## config.mk

```make
export PLATFORM = sky130hd
export DESIGN_NAME = strong_probable_prime_test_top
export DESIGN_NICKNAME = d
export VERILOG_FILES = /design/src/hw/rtl/sppt_pkg.sv /design/src/hw/rtl/sppt_mulmod.sv /design/src/hw/rtl/strong_probable_prime_test_top.sv
export SDC_FILE = /design/constraint.sdc
export NUM_CORES = 1
export LEC_CHECK = 0
export ABC_AREA = 1
export BUFFER_PORTS_ARGS = -buffer_cell sky130_fd_sc_hd__buf_2
export CORE_UTILIZATION = 49
export CTS_BUF_LIST = sky130_fd_sc_hd__clkbuf_16
export DETAILED_ROUTE_END_ITERATION = 8
export GPL_ROUTABILITY_DRIVEN = 0
export GPL_TIMING_DRIVEN = 0
export PLACE_DENSITY_LB_ADDON = 0.05
export SYNTH_ARGS = -nofsm -noshare
export SYNTH_HDL_FRONTEND = slang
export SYNTH_HIERARCHICAL = 1
export SYNTH_SLANG_ARGS = --single-unit
export TNS_END_PERCENT = 100
```

## constraint.sdc

```tcl
create_clock -name clk_i -period 15 [get_ports clk_i]
set_clock_uncertainty 0.05 [all_clocks]
set_input_delay 2.25 -clock clk_i [delete_from_list [all_inputs] [get_ports clk_i]]
set_output_delay 2.25 -clock clk_i [all_outputs]
set_load 0.01 [all_outputs]
```

## src/hw/rtl/sppt_pkg.sv

```systemverilog
// Shared types and constants for the strong probable prime test block.
// No dependencies; imported by the top level and its checker.
`default_nettype none

package sppt_pkg;

  // Fixed width of the witness and modulus ports.
  localparam int unsigned FIELD_W = 31;

  typedef enum logic [2:0] {
    S_IDLE,
    S_SPLIT,
    S_REDUCE,
    S_PSQ,
    S_PMUL,
    S_TEST,
    S_XSQ,
    S_FINISH
  } state_e;

endpackage

`default_nettype wire

```

## src/hw/rtl/sppt_mulmod.sv

```systemverilog
// Bit-serial modular multiplier: product = a * b mod n, one bit of b per cycle.
// Stand-alone; used by strong_probable_prime_test_top.
`default_nettype none

module sppt_mulmod #(
  parameter int unsigned MOD_BITS = 31
) (
  input  wire logic                clk_i,
  input  wire logic                rst_ni,
  input  wire logic                start_i,
  input  wire logic [MOD_BITS-1:0] mcand_i,
  input  wire logic [MOD_BITS-1:0] mplier_i,
  input  wire logic [MOD_BITS-1:0] modulus_i,
  output logic                     busy_o,
  output logic                     done_o,
  output logic [MOD_BITS-1:0]      product_o
);

  localparam int unsigned CW = $clog2(MOD_BITS + 1);

  logic [MOD_BITS-1:0] acc_q, acc_d;
  logic [MOD_BITS-1:0] mcand_q;
  logic [MOD_BITS-1:0] mod_q;
  logic [MOD_BITS-1:0] mplier_q;
  logic [CW-1:0]       cnt_q;
  logic                busy_q;
  logic                done_q;

  logic [MOD_BITS:0] dbl, dbl_r, sum, sum_r, mod_ext;

  // Horner step: acc = 2*acc + bit*a, each partial result kept below n.
  always_comb begin
    mod_ext = {1'b0, mod_q};
    dbl     = {acc_q, 1'b0};
    dbl_r   = (dbl >= mod_ext) ? dbl - mod_ext : dbl;
    sum     = dbl_r + (mplier_q[MOD_BITS-1] ? {1'b0, mcand_q} : '0);
    sum_r   = (sum >= mod_ext) ? sum - mod_ext : sum;
    acc_d   = sum_r[MOD_BITS-1:0];
  end

  always_ff @(posedge clk_i or negedge rst_ni) begin
    if (!rst_ni) begin
      busy_q <= 1'b0;
      done_q <= 1'b0;
      cnt_q  <= '0;
    end else begin
      done_q <= 1'b0;
      if (busy_q) begin
        cnt_q <= cnt_q - CW'(1);
        if (cnt_q == CW'(1)) begin
          busy_q <= 1'b0;
          done_q <= 1'b1;
        end
      end else if (start_i) begin
        busy_q <= 1'b1;
        cnt_q  <= CW'(MOD_BITS);
      end
    end
  end

  always_ff @(posedge clk_i) begin
    if (busy_q) begin
      acc_q    <= acc_d;
      mplier_q <= {mplier_q[MOD_BITS-2:0], 1'b0};
    end else if (start_i) begin
      acc_q    <= '0;
      mcand_q  <= mcand_i;
      mplier_q <= mplier_i;
      mod_q    <= modulus_i;
    end
  end

  assign busy_o    = busy_q;
  assign done_o    = done_q;
  assign product_o = acc_q;

endmodule

`default_nettype wire

```

## src/hw/rtl/strong_probable_prime_test_top.sv

```systemverilog
// Top level of the strong probable prime (Miller-Rabin) test, one witness per item.
// Depends on sppt_pkg and sppt_mulmod.
//
// Usage: an item (witness_i, modulus_i) is transferred on the input channel
// when in_valid_i and in_ready_o are both high; exactly one result
// (probable_prime_o, invalid_o) is later transferred on the output channel
// when out_valid_o and out_ready_i are both high. Both fields are taken to
// MOD_BITS bits. An even modulus or one below 3 gives invalid_o = 1 and
// probable_prime_o = 0; with the output register free, the block passes
// through its finish state and then sets out_valid_o.
// For a valid modulus the block first strips the factors of two from n - 1,
// reduces the witness modulo n, raises it to the odd part t by left-to-right
// square-and-multiply and then squares up to s - 1 more times. Every modular
// product runs on one bit-serial multiplier, and at most 2*MOD_BITS products
// are needed, so the serial multiplier sets the time an item takes.
// One item is processed at a time: in_ready_o is high only while idle.
// The result sits in an output register, so a new item may be transferred
// while the receiver stalls; the next result then waits until the
// previous one has been taken. Reset returns the block to idle with no
// result pending.
`default_nettype none

module strong_probable_prime_test_top
  import sppt_pkg::*;
#(
  parameter int unsigned MOD_BITS = 31
) (
  input  wire logic               clk_i,
  input  wire logic               rst_ni,
  input  wire logic               in_valid_i,
  output logic                    in_ready_o,
  input  wire logic [FIELD_W-1:0] witness_i,
  input  wire logic [FIELD_W-1:0] modulus_i,
  output logic                    out_valid_o,
  input  wire logic               out_ready_i,
  output logic                    probable_prime_o,
  output logic                    invalid_o
);

  localparam int unsigned W  = MOD_BITS;
  localparam int unsigned CW = $clog2(W + 1);

  state_e state_q, state_d;

  // Datapath registers.
  logic [W-1:0]  wit_q, wit_d;     // witness as received
  logic [W-1:0]  mod_q, mod_d;     // modulus n
  logic [W-1:0]  exp_q, exp_d;     // odd part t, shifted out MSB first
  logic [CW-1:0] s_q, s_d;         // power of two in n - 1
  logic [CW-1:0] cnt_q, cnt_d;     // exponent bits or squarings left
  logic [W-1:0]  base_q, base_d;   // witness reduced modulo n
  logic [W-1:0]  x_q, x_d;         // running power
  logic          res_prime_q, res_prime_d;
  logic          res_inv_q, res_inv_d;
  logic          out_valid_q, out_valid_d;
  logic          out_prime_q, out_prime_d;
  logic          out_inv_q, out_inv_d;

  // Inputs taken to the datapath width, padding or truncating as needed.
  logic [FIELD_W+W-1:0] wit_ext, mod_ext;
  logic [W-1:0]         wit_in, mod_in;
  logic                 in_xfer, mod_bad;
  logic [W-1:0]         nm1;

  assign wit_ext = {{W{1'b0}}, witness_i};
  assign mod_ext = {{W{1'b0}}, modulus_i};
  assign wit_in  = wit_ext[W-1:0];
  assign mod_in  = mod_ext[W-1:0];
  assign mod_bad = (mod_in < W'(3)) || !mod_in[0];
  assign in_xfer = in_valid_i && in_ready_o;
  assign nm1     = mod_q - W'(1);

  // Modular multiplier and its operand selection.
  logic         mm_start, mm_busy, mm_done;
  logic [W-1:0] mm_mcand, mm_mplier, mm_prod;
  logic         mul_state;

  always_comb begin
    mul_state = 1'b0;
    mm_mcand  = x_q;
    mm_mplier = x_q;
    case (state_q)
      S_REDUCE: begin
        // Reducing the witness is the product 1 * witness modulo n.
        mul_state = 1'b1;
        mm_mcand  = W'(1);
        mm_mplier = wit_q;
      end
      S_PSQ, S_XSQ: begin
        mul_state = 1'b1;
      end
      S_PMUL: begin
        mul_state = 1'b1;
        mm_mcand  = base_q;
      end
      default: begin
        mul_state = 1'b0;
      end
    endcase
    mm_start = mul_state && !mm_busy && !mm_done;
  end

  sppt_mulmod #(
    .MOD_BITS (W)
  ) u_mulmod (
    .clk_i     (clk_i),
    .rst_ni    (rst_ni),
    .start_i   (mm_start),
    .mcand_i   (mm_mcand),
    .mplier_i  (mm_mplier),
    .modulus_i (mod_q),
    .busy_o    (mm_busy),
    .done_o    (mm_done),
    .product_o (mm_prod)
  );

  // Next-state logic.
  always_comb begin
    state_d = state_q;
    case (state_q)
      S_IDLE: begin
        if (in_xfer) begin
          state_d = mod_bad ? S_FINISH : S_SPLIT;
        end
      end
      S_SPLIT: begin
        if (exp_q[0]) begin
          state_d = S_REDUCE;
        end
      end
      S_REDUCE: begin
        if (mm_done) begin
          state_d = S_PSQ;
        end
      end
      S_PSQ: begin
        if (mm_done) begin
          if (exp_q[W-1]) begin
            state_d = S_PMUL;
          end else if (cnt_q == CW'(1)) begin
            state_d = S_TEST;
          end
        end
      end
      S_PMUL: begin
        if (mm_done) begin
          state_d = (cnt_q == CW'(1)) ? S_TEST : S_PSQ;
        end
      end
      S_TEST: begin
        if ((x_q == W'(1)) || (x_q == nm1) || (cnt_q == '0)) begin
          state_d = S_FINISH;
        end else begin
          state_d = S_XSQ;
        end
      end
      S_XSQ: begin
        if (mm_done && ((mm_prod == nm1) || (cnt_q == CW'(1)))) begin
          state_d = S_FINISH;
        end
      end
      S_FINISH: begin
        if (!out_valid_q || out_ready_i) begin
          state_d = S_IDLE;
        end
      end
      default: begin
        state_d = S_IDLE;
      end
    endcase
  end

  // Datapath and output logic.
  always_comb begin
    wit_d       = wit_q;
    mod_d       = mod_q;
    exp_d       = exp_q;
    s_d         = s_q;
    cnt_d       = cnt_q;
    base_d      = base_q;
    x_d         = x_q;
    res_prime_d = res_prime_q;
    res_inv_d   = res_inv_q;
    out_prime_d = out_prime_q;
    out_inv_d   = out_inv_q;
    out_valid_d = out_valid_q && !out_ready_i;
    case (state_q)
      S_IDLE: begin
        if (in_xfer) begin
          wit_d       = wit_in;
          mod_d       = mod_in;
          // n is odd, so n - 1 halved is n shifted right by one.
          exp_d       = {1'b0, mod_in[W-1:1]};
          s_d         = CW'(1);
          res_prime_d = 1'b0;
          res_inv_d   = mod_bad;
        end
      end
      S_SPLIT: begin
        if (!exp_q[0]) begin
          exp_d = {1'b0, exp_q[W-1:1]};
          s_d   = s_q + CW'(1);
        end
      end
      S_REDUCE: begin
        if (mm_done) begin
          base_d = mm_prod;
          x_d    = W'(1);
          cnt_d  = CW'(W);
        end
      end
      S_PSQ: begin
        if (mm_done) begin
          x_d = mm_prod;
          if (!exp_q[W-1]) begin
            exp_d = {exp_q[W-2:0], 1'b0};
            cnt_d = (cnt_q == CW'(1)) ? s_q - CW'(1) : cnt_q - CW'(1);
          end
        end
      end
      S_PMUL: begin
        if (mm_done) begin
          x_d   = mm_prod;
          exp_d = {exp_q[W-2:0], 1'b0};
          cnt_d = (cnt_q == CW'(1)) ? s_q - CW'(1) : cnt_q - CW'(1);
        end
      end
      S_TEST: begin
        res_prime_d = (x_q == W'(1)) || (x_q == nm1);
      end
      S_XSQ: begin
        if (mm_done) begin
          x_d         = mm_prod;
          cnt_d       = cnt_q - CW'(1);
          res_prime_d = (mm_prod == nm1);
        end
      end
      S_FINISH: begin
        if (!out_valid_q || out_ready_i) begin
          out_valid_d = 1'b1;
          out_prime_d = res_prime_q;
          out_inv_d   = res_inv_q;
        end
      end
      default: begin
        out_valid_d = out_valid_q && !out_ready_i;
      end
    endcase
  end

  always_ff @(posedge clk_i or negedge rst_ni) begin
    if (!rst_ni) begin
      state_q     <= S_IDLE;
      out_valid_q <= 1'b0;
    end else begin
      state_q     <= state_d;
      out_valid_q <= out_valid_d;
    end
  end

  always_ff @(posedge clk_i) begin
    wit_q       <= wit_d;
    mod_q       <= mod_d;
    exp_q       <= exp_d;
    s_q         <= s_d;
    cnt_q       <= cnt_d;
    base_q      <= base_d;
    x_q         <= x_d;
    res_prime_q <= res_prime_d;
    res_inv_q   <= res_inv_d;
    out_prime_q <= out_prime_d;
    out_inv_q   <= out_inv_d;
  end

  assign in_ready_o       = (state_q == S_IDLE);
  assign out_valid_o      = out_valid_q;
  assign probable_prime_o = out_prime_q;
  assign invalid_o        = out_inv_q;

endmodule

`default_nettype wire

```

==> metrics.yaml, run 1 <==
worstPathMaxFanout: 10
critPathArrivalTime_ns: 8.56
path_clk_slew_ns: 0.06
finalWorstSetupSlack_ns: 6.74
final_nets: 3165
gr-total-overflow: 0
fin_cells: 3607
syn-cell-area_um2: 21700
worstSetupEndpointType: "flop"
postSynthAreaPerCell_um2: 7.52
crit_type: "reg2reg"
detail_route.wl_per_cell_um: 19.8
worstMarginPinSlew_ns: 1.19
regArea_um2: 9060
finalHoldViolCount: 0
synth_seq_cells: 304
final.period_utilization: 0.550
grt_usage: 0.318
detail_route.wirelength_mm: 71.3
htree_levels: 2
layout-drive-gt1-share: 0.0612
cts-root-buf: "clkbuf_16"
numCtsBuffers: 35
cts_hold_buf: 0
period_minus_slack_ns: 8.26
critPathMostFrequentCell: "nand2_1"
cts_setup_buffers: 0
first_global_vias: 18700
crit_path_max_incr_delay_ns: 0.57
antenna_cells: 0
max_freq_mhz: 121
final_antenna_net_count: 0
ys_types: 53
ys.flop_type: "edfxtp_1"
antenna_found_initial: 0
ys_warn_count: 6
first_iter_violations: 2319
startpoint_type: "flop"
final-setup-viol-count: 0
fillCellCount: 4220
start_util: 0.500
rsz0062_at_grt: "no"
multi_input_area_um2: 10600
grt_start_max_net_pins: 63
drc: 0
ys_seq_area_frac: 0.418
drv_slew: 0
status: "completed"
cts_max_path_buffers: 3
hp-class: "reg2reg"
syn_nets: 3054
die_area_um2: 45100
cts_tree: "built"
cts.sinks: 304
crit_required_ns: 15.31
area_growth_pct: 10.6
synth_edf_count: 292
num_vias: 20400
critical-path-top-delay-family: "simple AND/OR/NAND/NOR gates"
synthCells: 2885
setup_tns_ns: 0
placed_cells: 3543
grt_pass1_wl_mm: 108
async_flop_share: 0.0362
top_level_ports: 70
via_per_inst: 5.65
path_buf_inv: 7
clk_latency_ns: 0.56
rows: 76
core-area_um2: 43400
max_slew_margin: 0.197
drv_cap: 0
ctsResizeCount: 0
pre_cts_ws_ns: 7.22
holdWs_ns: 0.393
cpMaxStageDelayCell: "edfxtp_1"
die-height_um: 212
die_x_um: 212
dp_hpwl_mm: 58.3
port_buffers: 69
firstDrtPassIters: 8
==> synthesized netlist by cell type (all sizes together), types with 18 or more instances <==
| master | count | share of area |
|---|---|---|
| nand3 | 204 | 0.048 |
| a22oi | 31 | 0.011 |
| edfxtp | 292 | 0.40 |
| a22o | 29 | 0.012 |
| nor4 | 18 | 0.0052 |
| nand2 | 857 | 0.15 |
| buf | 19 | 0.0054 |
| nor2 | 279 | 0.051 |
| nand4 | 72 | 0.021 |
| xnor2 | 20 | 0.0081 |
| xor2 | 59 | 0.024 |
| o21ai | 154 | 0.036 |
| inv | 465 | 0.080 |
| o21bai | 20 | 0.0073 |
| clkbuf | 40 | 0.0069 |
| a21oi | 105 | 0.024 |
| nor3 | 26 | 0.0060 |
| ha | 100 | 0.058 |
==> cell families after synthesis <==
family | count (synthesis) | share of synthesized area
AOI/OAI and AO/OA | 386 | 0.106
buffers and inverters | 525 | 0.0929
xor gates and xnor gates | 79 | 0.0319
DFF | 304 | 0.418
and+or+nand+nor | 1488 | 0.290
adders and majority gates | 103 | 0.0605
==> sequential cells by signal (all words and copies together) (netlist names), 3 cells and up <==
name and count:
base_q 31, cnt_q 5, exp_q 31, mod_q 31
s_q 5, state_q 3, u_mulmod/cnt_q 5, u_mulmod/mcand_q 31
u_mulmod/mod_q 31, u_mulmod/mplier_q 31, u_mulmod/product_o 31, wit_q 31
x_q 31
==> cell type report <==
| cell class | count | area share |
|---|---|---|
| Multi-Input combinational cell | 2056 | 0.443 |
| Sequential cell | 304 | 0.378 |
| Inverter | 466 | 0.0730 |
| Clock buffer | 35 | 0.0365 |
| Tap cell | 585 | 0.0305 |
| Timing Repair Buffer | 74 | 0.0185 |
| Buffer | 59 | 0.0113 |
| Clock inverter | 28 | 0.00903 |
==> layer usage <==
layer  global-route usage  share of wire  routed length [µm]  up-vias
met4                0.112          0.035                2470        0
met2                0.495           0.44               31200     1000
met5                    0              0                   0        -
li1                     -              -                   -     9763
met3               0.0573           0.10                7440      133
met1                0.444           0.42               30100     9494
==> stage by stage <==
| stage | utilization | instance area (µm²) |
|---|---|---|
| floorplan | - | 21700 |
| global placement | 0.525 | 22800 |
| detailed placement | 0.527 | 22900 |
| CTS | 0.552 | 24000 |
| global route | 0.553 | 24000 |
| finish | 0.553 | 24000 |
==> worst reg2reg max path, delay by kind of cell (launching register included) <==
kind	cells	cell delay, ns
adders and majority gates	4	1.38
and+or+nand+nor	23	3.91
xor gates and xnor gates	1	0.25
buffers and inverters	7	1.21
DFF	1	0.57
AOI/OAI and AO/OA	2	0.67
==> cells in the final DEF (no fill, tap or decap), types with 6 or more instances in the layout <==
master     count
buf_6          6
nand4_1       72
clkbuf_16     35
inv_2          7
a21o_1         7
o21bai_1      18
nor3_1        25
clkinv_1       8
xnor2_1       20
a22o_1        29
nand3_1      201
o211ai_1       9
o21ai_0      151
nor2_4         6
a22oi_1       31
clkbuf_1      39
ha_1         100
nand2_1      850
dfrtp_1       11
inv_1        466
or2_2          9
buf_2         78
nor4_1        18
nand3b_1      16
nor2_2        11
xor2_1        59
nor2_1       262
edfxtp_1     292
a31oi_1       10
nand2_2        6
a21oi_1      105
==> worst paths after layout <==
| check | startpoint | end | slack [ns] | cells past startpoint |
|---|---|---|---|---|
| min in group asynchronous | rst_ni | u_mulmod/cnt_q[4] | 1.52 | 1 |
| worst min-delay path | res_inv_q | invalid_o | 0.39 | 0 |
| worst max-delay path | u_mulmod/product_o[11] | u_mulmod/product_o[25] | 6.74 | 37 |
| max in group asynchronous | rst_ni | u_mulmod/cnt_q[2] | 13.17 | 1 |
| worst min register to register | res_inv_q | invalid_o | 0.39 | 0 |
| worst max register to register | u_mulmod/product_o[11] | u_mulmod/product_o[25] | 6.74 | 37 |
Power of run 1 is not shown: default switching activity piles up to over one toggle a cycle in this logic, so the estimate is an artifact.
==> run 2, diff against run 1 <==
Clock period 15 ns to 7.2 ns, I/O delays scaled along.
==> run 2 against run 1 <==
Utilization rose by 0.42 points; maximum frequency rose by 20%; first-iteration DRC count rose by 0.34%; cell area rose by 0.77%; register-to-register slack got worse by 6.4 ns; cell count rose by 0.42%; worst setup slack got worse by 6.4 ns; flip-flop and latch count did not move; clock-buffer cell count did not move; largest cell class unchanged.
==> metrics.yaml, run 2 (same netlist as run 1, synthesis figures left out) <==
placed_cells: 3543  # unchanged
htree_levels: 2  # unchanged
rr_endpoint: "u_mulmod/product_o[25]"
gr-total-overflow: 0  # unchanged
status: "completed"
antenna_found_initial: 0  # unchanged
multi_input_area_um2: 10700  # +0.55%
worst-r2r-cell-count: 34  # -8.1%
die_x_um: 212  # unchanged
core-area_um2: 43400  # unchanged
postPlaceCellArea_um2: 22900  # unchanged
first_global_vias: 18700  # +0.048%
detail_route.wirelength_mm: 71.8  # +0.73%
crit_path_max_incr_delay_ns: 0.58  # about the same
worstPathMaxFanout: 10  # unchanged
final_core_util: 0.557  # +0.00424
die-height_um: 212  # unchanged
antenna_cells: 0  # unchanged
cts_tree: "built"
critPathMostFrequentCell: "nand2_1"
drv_cap: 0  # unchanged
num_vias: 20400  # +0.25%
r2r_slack_ns: 0.33  # -6.42 ns
fillCellCount: 4204  # -0.38%
worstMarginPinSlew_ns: 1.17  # -0.0198 ns
max_freq_mhz: 146  # +20%
clk_latency_ns: 0.56  # about the same
fin_cells: 3622  # +0.42%
final.period_utilization: 0.954  # +0.404
final_nets: 3180  # +0.47%
detail_route.wl_per_cell_um: 19.8  # +0.32%
startpoint_type: "flop"
first_iter_violations: 2327  # +0.34%
regArea_um2: 9060  # unchanged
die_area_um2: 45100  # unchanged
final_cell_mix: "848 x nand2_1, 466 x inv_1, 292 x edfxtp_1"
final_antenna_net_count: 0  # unchanged
final_cell_area_um2: 24200  # +0.77%
hp-class: "in2async"
cts.sinks: 304  # unchanged
mostFrequentLayoutCell: "nand2_1"
cts-root-buf: "clkbuf_16"
cts_max_path_buffers: 3  # unchanged
finalWorstSetupSlack_ns: 0.329  # -6.42 ns
numCtsBuffers: 35  # unchanged
rows: 76  # unchanged
finalHoldViolCount: 0  # unchanged
port_buffers: 69  # unchanged
crit_start: "u_mulmod/product_o[28]"
layout-drive-gt1-share: 0.0715  # +0.0102
critPathArrivalTime_ns: 7.18  # -1.38 ns
start_util: 0.500  # unchanged
top_level_ports: 70  # unchanged
path_clk_slew_ns: 0.06  # about the same
worstSetupEndpointType: "flop"
drv_slew: 0  # unchanged
final-setup-viol-count: 0  # unchanged
via_per_inst: 5.64  # -0.17%
firstDrtPassIters: 6  # -2
grt_start_max_net_pins: 63  # unchanged
pre_cts_ws_ns: -0.584  # -7.80 ns
max_slew_margin: 0.211  # +0.0133
grt_pass1_wl_mm: 108  # about the same
period_minus_slack_ns: 6.87  # -1.38 ns
dp_hpwl_mm: 58.3  # unchanged
crit_required_ns: 7.51  # -7.80 ns
area_growth_pct: 11.4
reg2reg_from: "u_mulmod/product_o[28]"
crit_type: "reg2reg"
cpMaxStageDelayCell: "edfxtp_1"
grt_usage: 0.318  # about the same
drc: 0  # unchanged
run 2: worst max path at each step:
| stage | end | slack [ns] |
|---|---|---|
| finish | u_mulmod/product_o[25] | 0.33 |
| global route | u_mulmod/product_o[29] | -0.03 |
| CTS | u_mulmod/product_o[25] | 0.03 |
| detailed placement | u_mulmod/product_o[25] | -0.58 |
| global placement | u_mulmod/product_o[25] | -0.52 |
| floorplan | u_mulmod/product_o[20] | 1.86 |
run 2: per-stage QoR:
stage               hold slack [ns]  setup TNS (ns)
finish                        0.350               0
global route                  0.351         -0.0552
CTS                           0.340               0
detailed placement            0.369          -15.74
global placement              0.362          -14.27
floorplan                     0.350               0
run 2: critical path, delay by kind of cell (launching register included):
kind / cells / cell delay, ns
adder cells (fa/ha/maj): 3 / 1.18
AND/OR/NAND/NOR: 25 / 3.77
buffers and inverters: 5 / 0.83
XOR/XNOR: 1 / 0.24
flip-flops: 1 / 0.58
run 2: timing repair:
item | in CTS | in global routing
hold buffers | 0 | 0
buffers inserted | 2 | 13
endpoints found under the setup margin | 31 | 31
gates resized for setup | 5 | 22
run 2: per-layer routing:
layer	track usage	up-vias	routed length (µm)
met5	0	-	0
met4	0.112	0	2460
met3	0.0570	136	7610
met2	0.496	1015	31400
met1	0.444	9475	30400
li1	-	9815	-
run 2: area by class of cell:
cell class              instances  area share
clock inverters                28     0.00896
flip-flops and latches        304       0.375
well taps                     585      0.0303
multi-input cells            2056       0.442
repair buffers                 89      0.0230
plain buffers                  59      0.0115
inverters                     466      0.0726
clock buffers                  35      0.0362
Power of run 2 is left out for the same reason.
